[config.mk]
export PLATFORM = sky130hd
export DESIGN_NAME = mapped_region_protection_table
export DESIGN_NICKNAME = d
export VERILOG_FILES = /design/src/hw/rtl/mrpt_pkg.sv /design/src/hw/rtl/mrpt_ctrl.sv /design/src/hw/rtl/mrpt_datapath.sv /design/src/hw/rtl/mapped_region_protection_table.sv
export SDC_FILE = /design/constraint.sdc
export NUM_CORES = 2
export LEC_CHECK = 0
export ABC_AREA = 1
export BUFFER_PORTS_ARGS = -buffer_cell sky130_fd_sc_hd__buf_2
export CORE_MARGIN = 3
export CORE_UTILIZATION = 35
export DETAILED_ROUTE_END_ITERATION = 10
export SLEW_MARGIN = 15
export SYNTH_ARGS = -nofsm -noshare
export SYNTH_HDL_FRONTEND = slang
export SYNTH_SLANG_ARGS = --single-unit
[constraint.sdc]
create_clock -name clock -period 5.8 [get_ports clock]
set_clock_uncertainty 0.05 [all_clocks]
set_input_delay 0.58 -clock clock [delete_from_list [all_inputs] [get_ports clock]]
set_output_delay 0.58 -clock clock [all_outputs]
set_load 0.03 [all_outputs]
[src/hw/rtl/mrpt_pkg.sv]
// package for the mapped region protection table
// holds codes, fsm state type and controller/datapath command and status structs
`timescale 1ns / 1ps

package mrpt_pkg;

   localparam int MAX_REGIONS_DEF = 16;
   localparam int PAGE_BYTES_DEF  = 4096;
   localparam int ADDR_BITS       = 32;

   localparam logic [31:0] ADDR_MASK = (32'h1 << ADDR_BITS) - 32'h1;

   localparam int REQ_DATA_BITS = 72;
   localparam int RSP_DATA_BITS = 40;

   typedef enum logic [1:0] {
      CMD_MAP     = 2'd0,
      CMD_UNMAP   = 2'd1,
      CMD_PROTECT = 2'd2,
      CMD_CHECK   = 2'd3
   } cmd_type;

   typedef enum logic [2:0] {
      STS_OK       = 3'd0,
      STS_ZERO     = 3'd1,
      STS_LIMIT    = 3'd2,
      STS_OVERLAP  = 3'd3,
      STS_NOREGION = 3'd4,
      STS_FULL     = 3'd5
   } status_type;

   typedef enum logic {
      CSR_REGION_BASE   = 1'b0,
      CSR_ADDRESS_LIMIT = 1'b1
   } csr_index_type;

   typedef enum logic [2:0] {
      RES_ZERO,
      RES_FULL,
      RES_LIMIT,
      RES_OVERLAP,
      RES_MAPOK,
      RES_MISS,
      RES_HIT
   } res_type;

   typedef enum logic [3:0] {
      ST_IDLE,
      ST_DECODE,
      ST_DIV,
      ST_PAD,
      ST_SUM,
      ST_CMP,
      ST_SCAN_RD,
      ST_SCAN_EV,
      ST_FINISH
   } state_type;

   typedef struct packed {
      logic    load;
      logic    div_step;
      logic    pad;
      logic    sum;
      logic    rd_en;
      logic    idx_inc;
      logic    finish;
      res_type res;
   } ctl_type;

   typedef struct packed {
      cmd_type cmd;
      logic    len_zero;
      logic    full;
      logic    fixed;
      logic    used_zero;
      logic    div_last;
      logic    over;
      logic    hit;
      logic    last;
      logic    rsp_free;
   } sts_type;

endpackage

[src/hw/rtl/mrpt_ctrl.sv]
// controller fsm for the mapped region protection table
// sequences decode, page rounding, limit test and table scan; uses mrpt_pkg
`timescale 1ns / 1ps

module mrpt_ctrl (
   input  logic             clock,
   input  logic             reset,
   input  logic             req_tvalid,
   output logic             req_tready,
   input  mrpt_pkg::sts_type sts,
   output mrpt_pkg::ctl_type ctl
);
   import mrpt_pkg::*;

   state_type state_ff, state_in;
   res_type   res_ff, res_in;

   always_ff @(posedge clock) begin
      if (reset) begin
         state_ff <= ST_IDLE;
         res_ff   <= RES_MISS;
      end else begin
         state_ff <= state_in;
         res_ff   <= res_in;
      end
   end

   always_comb begin
      state_in   = state_ff;
      res_in     = res_ff;
      ctl        = '0;
      ctl.res    = res_ff;
      req_tready = 1'b0;
      unique case (state_ff)
         ST_IDLE: begin
            req_tready = 1'b1;
            if (req_tvalid) begin
               ctl.load = 1'b1;
               state_in = ST_DECODE;
            end
         end
         ST_DECODE: begin
            if (sts.cmd == CMD_MAP) begin
               if (sts.len_zero) begin
                  res_in   = RES_ZERO;
                  state_in = ST_FINISH;
               end else if (sts.full) begin
                  res_in   = RES_FULL;
                  state_in = ST_FINISH;
               end else begin
                  state_in = ST_DIV;
               end
            end else if (sts.used_zero) begin
               res_in   = RES_MISS;
               state_in = ST_FINISH;
            end else begin
               state_in = ST_SCAN_RD;
            end
         end
         ST_DIV: begin
            ctl.div_step = 1'b1;
            if (sts.div_last) state_in = ST_PAD;
         end
         ST_PAD: begin
            ctl.pad  = 1'b1;
            state_in = ST_SUM;
         end
         ST_SUM: begin
            ctl.sum  = 1'b1;
            state_in = ST_CMP;
         end
         ST_CMP: begin
            if (sts.over) begin
               res_in   = RES_LIMIT;
               state_in = ST_FINISH;
            end else if (sts.fixed && !sts.used_zero) begin
               state_in = ST_SCAN_RD;
            end else begin
               res_in   = RES_MAPOK;
               state_in = ST_FINISH;
            end
         end
         ST_SCAN_RD: begin
            ctl.rd_en = 1'b1;
            state_in  = ST_SCAN_EV;
         end
         ST_SCAN_EV: begin
            if (sts.hit) begin
               res_in   = (sts.cmd == CMD_MAP) ? RES_OVERLAP : RES_HIT;
               state_in = ST_FINISH;
            end else if (sts.last) begin
               res_in   = (sts.cmd == CMD_MAP) ? RES_MAPOK : RES_MISS;
               state_in = ST_FINISH;
            end else begin
               ctl.idx_inc = 1'b1;
               state_in    = ST_SCAN_RD;
            end
         end
         ST_FINISH: begin
            if (sts.rsp_free) begin
               ctl.finish = 1'b1;
               state_in   = ST_IDLE;
            end
         end
         default: state_in = ST_IDLE;
      endcase
   end

endmodule

[src/hw/rtl/mrpt_datapath.sv]
// datapath for the mapped region protection table
// item latch, region memories, page remainder unit, scan compare and result register
`timescale 1ns / 1ps

module mrpt_datapath #(
   parameter int MAX_REGIONS = mrpt_pkg::MAX_REGIONS_DEF,
   parameter int PAGE_BYTES  = mrpt_pkg::PAGE_BYTES_DEF
) (
   input  logic                                 clock,
   input  logic                                 reset,
   input  logic [mrpt_pkg::REQ_DATA_BITS-1:0]   req_tdata,
   input  logic [1:0]                           req_tuser,
   input  logic                                 csr_valid,
   input  logic                                 csr_index,
   input  logic [31:0]                          csr_wdata,
   output logic                                 rsp_tvalid,
   input  logic                                 rsp_tready,
   output logic [mrpt_pkg::RSP_DATA_BITS-1:0]   rsp_tdata,
   input  mrpt_pkg::ctl_type                    ctl,
   output mrpt_pkg::sts_type                    sts
);
   import mrpt_pkg::*;

   localparam int IW = (MAX_REGIONS > 1) ? $clog2(MAX_REGIONS) : 1;
   localparam int UW = $clog2(MAX_REGIONS + 1);
   localparam int PW = $clog2(PAGE_BYTES) + 1;
   localparam int PL = $clog2(PAGE_BYTES);
   // ceil(2^(32+PL) / PAGE_BYTES): exact quotient for any 32-bit length
   localparam logic [63:0] RecipW = ((64'd1 << (32 + PL)) + 64'(PAGE_BYTES) - 64'd1)
                                    / 64'(PAGE_BYTES);
   localparam logic [32:0]   Recip   = RecipW[32:0];
   localparam logic [32:0]   PageA   = 33'(PAGE_BYTES);
   localparam logic [UW-1:0] MaxUsed = UW'(MAX_REGIONS);

   // configuration and table state
   logic [31:0]   limit_ff, bump_ff;
   logic [UW-1:0] used_ff;
   logic [MAX_REGIONS-1:0] act_ff;
   logic [31:0]   start_mem [MAX_REGIONS];
   logic [31:0]   len_mem   [MAX_REGIONS];
   logic [2:0]    prot_mem  [MAX_REGIONS];

   // item latch
   cmd_type     cmd_ff;
   logic [31:0] addr_ff, len_ff;
   logic [2:0]  prot_ff;
   logic        fixed_ff, wr_ff;

   // working registers
   logic [PW-1:0] rem_ff;
   logic          div_ph_ff;
   logic [31:0]   quot_ff;
   logic [32:0]   alen_ff;
   logic [33:0]   sum_ff;
   logic [IW-1:0] idx_ff;
   logic [31:0]   rd_s_ff, rd_l_ff;
   logic [2:0]    rd_p_ff;

   logic          rsp_valid_ff;
   status_type    rsp_status_ff;
   logic [31:0]   rsp_start_ff;
   logic          rsp_inreg_ff, rsp_allow_ff;

   logic [64:0]   prod;
   logic [63:0]   qp;
   logic [32:0]   pad, rd_end;
   logic [31:0]   start_w;
   logic [IW-1:0] app_idx;
   logic          hit_raw;

   assign prod    = {33'b0, len_ff} * {32'b0, Recip};
   assign qp      = 64'(quot_ff) * 64'(PAGE_BYTES);
   assign pad     = (rem_ff != '0) ? (PageA - 33'(rem_ff)) : 33'd0;
   assign start_w = fixed_ff ? addr_ff : bump_ff;
   assign app_idx = used_ff[IW-1:0];
   assign rd_end  = {1'b0, rd_s_ff} + {1'b0, rd_l_ff};

   always_comb begin
      case (cmd_ff)
         CMD_MAP:   hit_raw = ({1'b0, addr_ff} < rd_end) && (sum_ff > {2'b0, rd_s_ff});
         CMD_UNMAP: hit_raw = (rd_s_ff == addr_ff);
         default:   hit_raw = (addr_ff >= rd_s_ff) && ({1'b0, addr_ff} < rd_end);
      endcase
   end

   always_comb begin
      sts           = '0;
      sts.cmd       = cmd_ff;
      sts.len_zero  = (len_ff == 32'd0);
      sts.full      = (used_ff >= MaxUsed);
      sts.fixed     = fixed_ff;
      sts.used_zero = (used_ff == '0);
      sts.div_last  = div_ph_ff;
      sts.over      = (sum_ff > {2'b0, limit_ff});
      sts.hit       = act_ff[idx_ff] && hit_raw;
      sts.last      = ((UW'(idx_ff) + UW'(1)) >= used_ff);
      sts.rsp_free  = !rsp_valid_ff || rsp_tready;
   end

   // control state
   always_ff @(posedge clock) begin
      if (reset) begin
         limit_ff     <= 32'hFFFF_FFFF;
         bump_ff      <= 32'd0;
         used_ff      <= '0;
         act_ff       <= '0;
         idx_ff       <= '0;
         rsp_valid_ff <= 1'b0;
      end else begin
         if (csr_valid) begin
            unique case (csr_index)
               CSR_REGION_BASE: begin
                  bump_ff <= csr_wdata;
               end
               CSR_ADDRESS_LIMIT: limit_ff <= csr_wdata;
               default: ;
            endcase
         end
         if (ctl.load) idx_ff <= '0;
         else if (ctl.idx_inc) idx_ff <= idx_ff + IW'(1);
         if (ctl.finish) begin
            rsp_valid_ff <= 1'b1;
            if (ctl.res == RES_MAPOK) begin
               act_ff[app_idx] <= 1'b1;
               used_ff         <= used_ff + UW'(1);
               if (!fixed_ff) bump_ff <= sum_ff[31:0];
            end else if (ctl.res == RES_HIT && cmd_ff == CMD_UNMAP) begin
               act_ff[idx_ff] <= 1'b0;
            end
         end else if (rsp_tready) begin
            rsp_valid_ff <= 1'b0;
         end
      end
   end

   // region memories
   always_ff @(posedge clock) begin
      if (ctl.finish && ctl.res == RES_MAPOK) begin
         start_mem[app_idx] <= start_w;
         len_mem[app_idx]   <= alen_ff[31:0];
      end
      if (ctl.finish && ctl.res == RES_MAPOK) begin
         prot_mem[app_idx] <= prot_ff;
      end else if (ctl.finish && ctl.res == RES_HIT && cmd_ff == CMD_PROTECT) begin
         prot_mem[idx_ff] <= prot_ff;
      end
      if (ctl.rd_en) begin
         rd_s_ff <= start_mem[idx_ff];
         rd_l_ff <= len_mem[idx_ff];
         rd_p_ff <= prot_mem[idx_ff];
      end
   end

   // item latch, remainder unit and result payload
   always_ff @(posedge clock) begin
      if (ctl.load) begin
         cmd_ff    <= cmd_type'(req_tuser);
         addr_ff   <= req_tdata[31:0] & ADDR_MASK;
         len_ff    <= req_tdata[63:32];
         prot_ff   <= req_tdata[66:64];
         fixed_ff  <= req_tdata[67];
         wr_ff     <= req_tdata[68];
         rem_ff    <= '0;
         div_ph_ff <= 1'b0;
      end else if (ctl.div_step) begin
         // reciprocal multiply gives the quotient, the next cycle the remainder
         if (!div_ph_ff) quot_ff <= 32'(prod >> (32 + PL));
         else            rem_ff  <= PW'(len_ff - qp[31:0]);
         div_ph_ff <= 1'b1;
      end
      if (ctl.pad) alen_ff <= {1'b0, len_ff} + pad;
      if (ctl.sum) sum_ff <= {2'b0, start_w} + {1'b0, alen_ff};
      if (ctl.finish) begin
         rsp_status_ff <= STS_OK;
         rsp_start_ff  <= 32'd0;
         rsp_inreg_ff  <= 1'b0;
         rsp_allow_ff  <= 1'b0;
         case (ctl.res)
            RES_ZERO:    rsp_status_ff <= STS_ZERO;
            RES_FULL:    rsp_status_ff <= STS_FULL;
            RES_LIMIT:   rsp_status_ff <= STS_LIMIT;
            RES_OVERLAP: rsp_status_ff <= STS_OVERLAP;
            RES_MAPOK:   rsp_start_ff  <= start_w;
            RES_MISS: begin
               if (cmd_ff == CMD_CHECK) rsp_allow_ff  <= 1'b1;
               else                     rsp_status_ff <= STS_NOREGION;
            end
            RES_HIT: begin
               if (cmd_ff == CMD_CHECK) begin
                  rsp_inreg_ff <= 1'b1;
                  rsp_allow_ff <= wr_ff ? rd_p_ff[1] : rd_p_ff[0];
               end
            end
            default: ;
         endcase
      end
   end

   assign rsp_tvalid = rsp_valid_ff;
   assign rsp_tdata  = {3'b000, rsp_allow_ff, rsp_inreg_ff, rsp_start_ff, rsp_status_ff};

endmodule

[src/hw/rtl/mapped_region_protection_table.sv]
// mapped region protection table: map, unmap, protect and check over a region table
// check/unmap/protect: decode, then a scan testing one entry at a time; map: decode, page
// rounding by reciprocal multiply (quotient, then remainder), pad, sum, limit test and, for a fixed
// map, a scan; one word is worked on at a time; the next is taken the cycle after the result is
// registered, and a result still waiting in the output register holds the block in its last step
// synchronous active-high reset: table empty, region base 0, address limit all ones
`timescale 1ns / 1ps

module mapped_region_protection_table #(
   parameter int MAX_REGIONS = mrpt_pkg::MAX_REGIONS_DEF,
   parameter int PAGE_BYTES  = mrpt_pkg::PAGE_BYTES_DEF
) (
   input  logic                               clock,
   input  logic                               reset,
   input  logic                               req_tvalid,
   output logic                               req_tready,
   // address[31:0], map_length[63:32], protection[66:64], map_fixed[67], is_write[68]
   input  logic [mrpt_pkg::REQ_DATA_BITS-1:0] req_tdata,
   // command[1:0]
   input  logic [1:0]                         req_tuser,
   output logic                               rsp_tvalid,
   input  logic                               rsp_tready,
   // status[2:0], mapped_start[34:3], in_region[35], access_allowed[36]
   output logic [mrpt_pkg::RSP_DATA_BITS-1:0] rsp_tdata,
   input  logic                               csr_valid,
   output logic                               csr_ready,
   input  logic                               csr_index,
   input  logic [31:0]                        csr_wdata
);
   import mrpt_pkg::*;

   ctl_type ctl;
   sts_type sts;

   assign csr_ready = 1'b1;

   mrpt_ctrl u_ctrl (
      .clock      (clock),
      .reset      (reset),
      .req_tvalid (req_tvalid),
      .req_tready (req_tready),
      .sts        (sts),
      .ctl        (ctl)
   );

   mrpt_datapath #(
      .MAX_REGIONS (MAX_REGIONS),
      .PAGE_BYTES  (PAGE_BYTES)
   ) u_datapath (
      .clock      (clock),
      .reset      (reset),
      .req_tdata  (req_tdata),
      .req_tuser  (req_tuser),
      .csr_valid  (csr_valid),
      .csr_index  (csr_index),
      .csr_wdata  (csr_wdata),
      .rsp_tvalid (rsp_tvalid),
      .rsp_tready (rsp_tready),
      .rsp_tdata  (rsp_tdata),
      .ctl        (ctl),
      .sts        (sts)
   );

endmodule

==> After elaboration in Yosys (flattened, before gate mapping) <==
Memory sizes are Yosys's and may differ from the RTL's. A register that Yosys moved wholly into a read port is not among the register bits.
Index checks and enable logic that the tools add are counted.
Widths: inputs -> output; s select.
{ "totals": {"ff_bits": 287, "ram_bits": 1072, "input_bits": 112, "output_inout_bits": 43, "n_memories": 3} }
{ "classes": {"n_addsub": 8, "n_lt_le_gt_ge": 10, "eq_ne": 25, "mux": 67, "bitwise": 5, "reduce_logical": 31} }
{ "mem_list": {"columns": ["name", "words", "width", "read_ports", "rd_clocked_by_memory_dff", "wr", "line_no", "source"], "rows": [
  ["u_datapath.len_mem", 16, 32, 1, 1, 1, "mrpt_datapath.sv:40", "logic [31:0] len_mem [MAX_REGIONS];"],
  ["u_datapath.start_mem", 16, 32, 1, 1, 1, "mrpt_datapath.sv:39", "logic [31:0] start_mem [MAX_REGIONS];"],
  ["u_datapath.prot_mem", 16, 3, 1, 1, 1, "mrpt_datapath.sv:41", "logic [2:0] prot_mem [MAX_REGIONS];"]
]} }
{ "op_table": {"columns": ["operator", "n"], "rows": [
  ["$mux 32", 6],
  ["$gt 34x32->1", 2],
  ["$mux 4", 12],
  ["$pmux 4 s9", 1],
  ["$add 32x33->34", 1],
  ["$add 32x32->33", 1],
  ["$add 32x33->33", 1],
  ["$lt 32x33->1", 1],
  ["$mux 3", 11],
  ["$mux 33", 1],
  ["$eq 32x32->1", 1],
  ["$ge 32x32->1", 1],
  ["$logic_not 32->1", 1],
  ["$mux 16", 2],
  ["$mux 1", 27],
  ["$and 16x16->16", 1],
  ["$eq 4x3->1 const B", 4],
  ["$not 16->16", 1],
  ["$or 16x16->16", 1],
  ["$pmux 3 s5", 1],
  ["$sub 13x13->14 const A", 1],
  ["$reduce_bool 13->1", 1],
  ["$sub 13x13->13", 1],
  ["$logic_and 1x1->1", 10],
  ["other kinds (38)", 56]
]} }

==> Longest topological paths before layout <==
{ "logic_depth": {"word_depth": 11, "depth_mapped": 33, "mapped_depth_nobuf": 32} }

==> Cells and area by module <==
A second synthesis with hierarchy kept.
{ "unflattened": {"hier_cells": 5530, "hier_area_um2": 62448.6} }
{ "modules_own_cells": {"columns": ["mod", "n_inst", "cells_per_inst", "area_each_um2", "seq_area_each_um2"], "rows": [
  ["mrpt_datapath", 1, 5424, 61851.8, 41029.4],
  ["mrpt_ctrl", 1, 104, 585.6, 140.1],
  ["mapped_region_protection_table", 1, 2, 11.3, 0.0]
]} }

==> Worst setup path after synthesis <==
Ideal clock, no wire load.
{ "synth_timing": {"path_type": "input to register", "from": "in rsp_tready", "to": "mem u_datapath.len_mem[10][0] (enable)", "setup_ns": 0.565, "t_arrival_ns": 5.750, "required_ns": 5.185, "setup_slack_ns": -0.565, "path_stages": 8, "path_cell_list": "nor2_1 inv_1 nand2_1 nor2_2 inv_2 clkbuf_1 clkbuf_1 nor3_1"} }
{ "synth_between": {"elab_chain_cells": 6} }
{ "synth_lines": {"columns": ["item", "line_no", "source"], "rows": [
  ["start, declared", "mapped_region_protection_table.sv:22", "input logic rsp_tready,"],
  ["$logic_or 1x1->1", "mrpt_datapath.sv:97", "sts.rsp_free = !rsp_valid_ff || rsp_tready;"],
  ["$mux 1", "mrpt_ctrl.sv:100", "if (sts.rsp_free) begin"],
  ["$mux 1", "mrpt_ctrl.sv:34", "unique case (state_ff)"],
  ["$logic_and 1x1->1", "mrpt_datapath.sv:138", "if (ctl.finish && ctl.res == RES_MAPOK) begin"],
  ["$mux 1", "mrpt_datapath.sv:138", null],
  ["$mux 1 (implied by the code)", "mrpt_datapath.sv:140", "len_mem[app_idx] <= alen_ff[31:0];"],
  ["end, declared", "mrpt_datapath.sv:40", null]
]} }
No other way between the ends.

==> Worst setup path after layout <==
{ "layout_timing": {"from": "reg u_datapath.rd_s_ff[0] (read register of u_datapath.start_mem)", "to": "reg u_ctrl.res_ff[1]"} }
{ "layout_between": {"elab_chain_cells": 7, "word_cells_on_any_way": 13, "classes_between": "add/sub (1); order compare (3); eq/ne (2); mux (3); reduce/logical (4)"} }
{ "layout_lines": {"columns": ["item", "line_no", "source"], "rows": [
  ["start, declared", "mrpt_datapath.sv:56", "logic [31:0] rd_s_ff, rd_l_ff;"],
  ["$add 32x32->33", "mrpt_datapath.sv:76", "assign rd_end = {1'b0, rd_s_ff} + {1'b0, rd_l_ff};"],
  ["$lt 32x33->1", "mrpt_datapath.sv:80, mrpt_datapath.sv:82", null],
  ["$logic_and 1x1->1, on equally long branches", "mrpt_datapath.sv:82, mrpt_datapath.sv:80", null],
  ["$pmux 1 s2 *", "mrpt_datapath.sv:79", "case (cmd_ff)"],
  ["$logic_and 1x1->1 *", "mrpt_datapath.sv:95", "sts.hit = act_ff[idx_ff] && hit_raw;"],
  ["$ne 3x3->1 (no line) or $mux 3 (tied branches)", null, null],
  ["$reduce_and 5->1 (no line) or $pmux 3 s3 (tied branches)", null, null],
  ["end signal, assigned", "mrpt_ctrl.sv:24", "res_ff <= res_in;"],
  ["end, declared", "mrpt_ctrl.sv:16", "res_type res_ff, res_in;"]
]} }
Mark *: on every way between the ends. The rest lies on a longest branch, timed or not.
A chain may end at the register's enable or synchronous reset.

==> impl_metrics.yaml <==
logic_synthesis:
  yosysUniqueCellTypes: 55
  synthFlopType: "edfxtp_1"
  ys_seq_area_share_pct: 66.53
  postSynthCellCount: 5373
  synthTopCellsByArea: "edfxtp_1 (63%), o21ai_0 (5.5%), nor2_1 (4.9%), ha_1 (4.8%), nand2_1 (3.9%)"
  yosysWarnings: 0
  async_flop_share_pct: 0
  ys_ff_latch: 1408
  synth_area_mm2: 0.06188
  post-synth-top-area-fraction_pct: 62.94
  synth_top_area_cell: "edfxtp_1"
  avgSynthCellArea_um2: 11.52
  synth-edff-count: 1297
detailed_routing:
  vias: 42840
  viasPerCell: 5.349
  ant_nets: 0
  routedWlPerCell_um: 23.09
  drtIter0Drc: 4560
  drtPass1Iterations: 7
  drc: 0
  routed_wl_um: 184900
run_status:
  status: "finished, final reports clean"
hold_path:
  hold_depth: 1
  min_from: "req_tdata[65]"
  min_path_type: "in2reg"
  min_to: "u_datapath.prot_ff[1]"
clocking:
  postCtsSetupRepairBufs: 0
  cts-root-buf: "clkbuf_16"
  ctsResizeCount: 0
  ctsHoldBuffers: 98
  cts_made_buffers: 142
  cts_tree: "built"
  clkTransAtPathRegs_ns: 0.06
  htreeDepth: 4
  clock_sinks: 1408
  insertion_delay_ns: 0.78
  clock_path_buffers: 3
critical_path:
  cp.arrival_ns: 5.28
  r2r_start: "u_datapath.rd_s_ff[0]"
  ff2ff_setup_slack_ns: 1.18
  cp_common_cell: "nand2_1"
  end_kind: "register"
  worstPathRequired_ns: 6.46
  slowest_stage: "edfxtp_1"
  cp-start-kind: "register"
  path_class: "reg2reg"
  r2r-end: "u_ctrl.res_ff[1]"
  crit_fanout: 11
  rr_worst_depth: 32
  slowest_delay_ns: 0.50
power:
  power_density_mw_per_mm2: 309.2
  p_leak_nw: 25.52
  switchingPower_mw: 5.099
  totalPowerFinal_mw: 21.94
  power_frac_seq_pct: 52.5
  p_clk_share_pct: 41.2
  peakVddDrop_mv: 0.2542
  power.internal_mw: 16.84
  power_frac_comb_pct: 6.3
  switching_share_pct: 23.24
placed_design:
  dpl_cell_area_mm2: 0.06542
  gp_congestion: 0.9066
  hpwl_um: 110000
  pre_cts_ws_ns: 1.196
  portBuffers: 146
floorplan:
  fp.dieW_um: 426.5
  ios: 155
  initial_core_util_pct: 35.40
  fp-row-count: 153
  die_h_um: 426.5
  core_area_mm2: 0.1748
  die_area_mm2: 0.1819
sta:
  relSlewSlack_pct: 15.18
  fmax_mhz: 216.4
  layout_setup_ws_ns: 1.180
  timing.hold.ws_ns: 0.03254
  post-route-period-util_pct: 79.66
  setup_viol: 0
  drv_slew: 0
  max_slew.worst_pin.slew_ns: 1.269
  hold_violations: 0
  grt_setup_unrepaired: "no"
  final.min_clock_period_ns: 4.620
global_route:
  grt_max_degree: 183
  grt_pass1_wl_um: 268500
  grt_antenna_before_repair: 18
  grt_use_total_pct: 19.89
  grt_pass1_vias: 40550
  overflow: 0
run:
  drv_cap: 0
layout:
  design_area_mm2: 0.07095
  area_growth_pct: 14.66
  final_net_count: 5918
  drive_above_1_share_pct: 9.189
==> cells in the final DEF, fill, tap and decap left out, types with 9 or more instances in the layout <==
cell type,instances
nor2_1,787
o21ai_0,675
nand3_1,53
nor4_1,18
ha_1,238
nand2_1,641
o211ai_1,36
mux2_2,32
edfxtp_1,1297
dfxtp_1,109
clkbuf_1,29
o21a_1,22
nand2_2,9
a211oi_1,9
buf_2,146
inv_6,9
o21bai_1,9
nor2_4,14
o21ai_1,19
a221oi_1,17
buf_12,22
xnor2_1,38
a21o_1,10
xor2_1,60
nor3_2,11
inv_1,322
clkbuf_16,145
a21oi_1,192
buf_4,38
clkinv_2,35
a31oi_1,11
o22ai_1,264
nor3_1,51
nand4_1,103
dlygate4sd3_1,98
clkinv_1,21
==> through the flow <==
stage | TNS, ns | utilization, % | cells
after global routing | 0 | 40.59 | 8007
after global placement | 0 | 37.43 | 7647
after detailed placement | 0 | 37.43 | 7647
after CTS | 0 | 40.57 | 8005
after floorplan | -253.08 | - | 5375
final | 0 | 40.59 | 8009
==> worst max-delay path by stage <==
stage	from	end	cells after the start
floorplan	rsp_tready	u_datapath.len_mem[10][0]	8
global placement	u_datapath.rd_s_ff[0]	u_ctrl.res_ff[1]	32
detailed placement	u_datapath.rd_s_ff[0]	u_ctrl.res_ff[1]	32
CTS	u_datapath.rd_s_ff[0]	u_ctrl.res_ff[1]	32
global route	u_datapath.rd_s_ff[2]	u_ctrl.res_ff[1]	29
finish	u_datapath.rd_s_ff[0]	u_ctrl.res_ff[1]	32
==> flip-flops by register name, indices dropped and copies added, names as in the netlist, 32 cells and up <==
signal / cells
u_datapath.rsp_start_ff: 32
u_datapath.alen_ff: 33
u_datapath.bump_ff: 32
u_datapath.rd_s_ff: 32
u_datapath.rd_l_ff: 32
u_datapath.addr_ff: 32
u_datapath.limit_ff: 32
u_datapath.len_ff: 32
u_datapath.start_mem: 512
u_datapath.prot_mem: 32
u_datapath.sum_ff: 34
u_datapath.len_mem: 512
==> layout make-up <==
cell class | count | area, µm²
fillers | 16550 | 103800
flip-flops and latches | 1408 | 41180
well taps | 2325 | 2909
repair buffers | 305 | 2465
clock inverters | 79 | 684.4
diodes | 3 | 7.507
multi-input cells | 3373 | 18590
inverters | 335 | 1279
clock buffers | 181 | 3834
==> critical path: cells and delay by family (launching register included) <==
| kind | cells | cell delay (ns) |
|---|---|---|
| adders and majority gates | 3 | 0.97 |
| DFF | 1 | 0.50 |
| AOI/OAI and AO/OA | 4 | 0.46 |
| and+or+nand+nor | 23 | 2.27 |
| buffers and inverters | 1 | 0.10 |
| xor gates and xnor gates | 1 | 0.16 |
==> cell families (layout without fill, tap and decap cells) <==
family | after synthesis | in the layout | share of synthesized area, %
xor gates and xnor gates | 98 | 98 | 1.387
AOI/OAI and AO/OA | 1293 | 1293 | 11.64
muxes | 32 | 32 | 0.5823
adders and majority gates | 241 | 241 | 4.909
buffers and inverters | 594 | 900 | 3.676
other | 2 | 7 | 0.01214
and+or+nand+nor | 1705 | 1705 | 11.26
DFF | 1408 | 1408 | 66.53
==> metal layers <==
layer	GRT usage, %	vias up	part of all wire [%]
met3	3.004	280	6.7
met5	0	-	0.0070
li1	-	19790	-
met1	27.48	21240	43
met4	5.781	2	2.7
met2	32.44	1526	47
==> Yosys cell counts (38+ instances only) <==
cell type,instances
a21oi_1,192
clkbuf_1,227
dfxtp_1,111
edfxtp_1,1297
ha_1,238
inv_1,325
nand2_1,641
nand3_1,54
nand4_1,103
nor2_1,801
nor3_1,59
o21ai_0,675
o22ai_1,264
xnor2_1,38
xor2_1,60
==> power groups by stage <==
stage / combinational (mW) / sequential (mW) / clock (mW)
3_5_place_dp: 1.32 / 11.7 / 0
2_1_floorplan: 0.835 / 11.7 / 0
5_1_grt: 1.54 / 11.5 / 9.58
4_1_cts: 1.38 / 11.5 / 9.16
3_3_place_gp: 1.30 / 11.7 / 0
6_report: 1.39 / 11.5 / 9.03
Power figures use the tool's default switching activity.
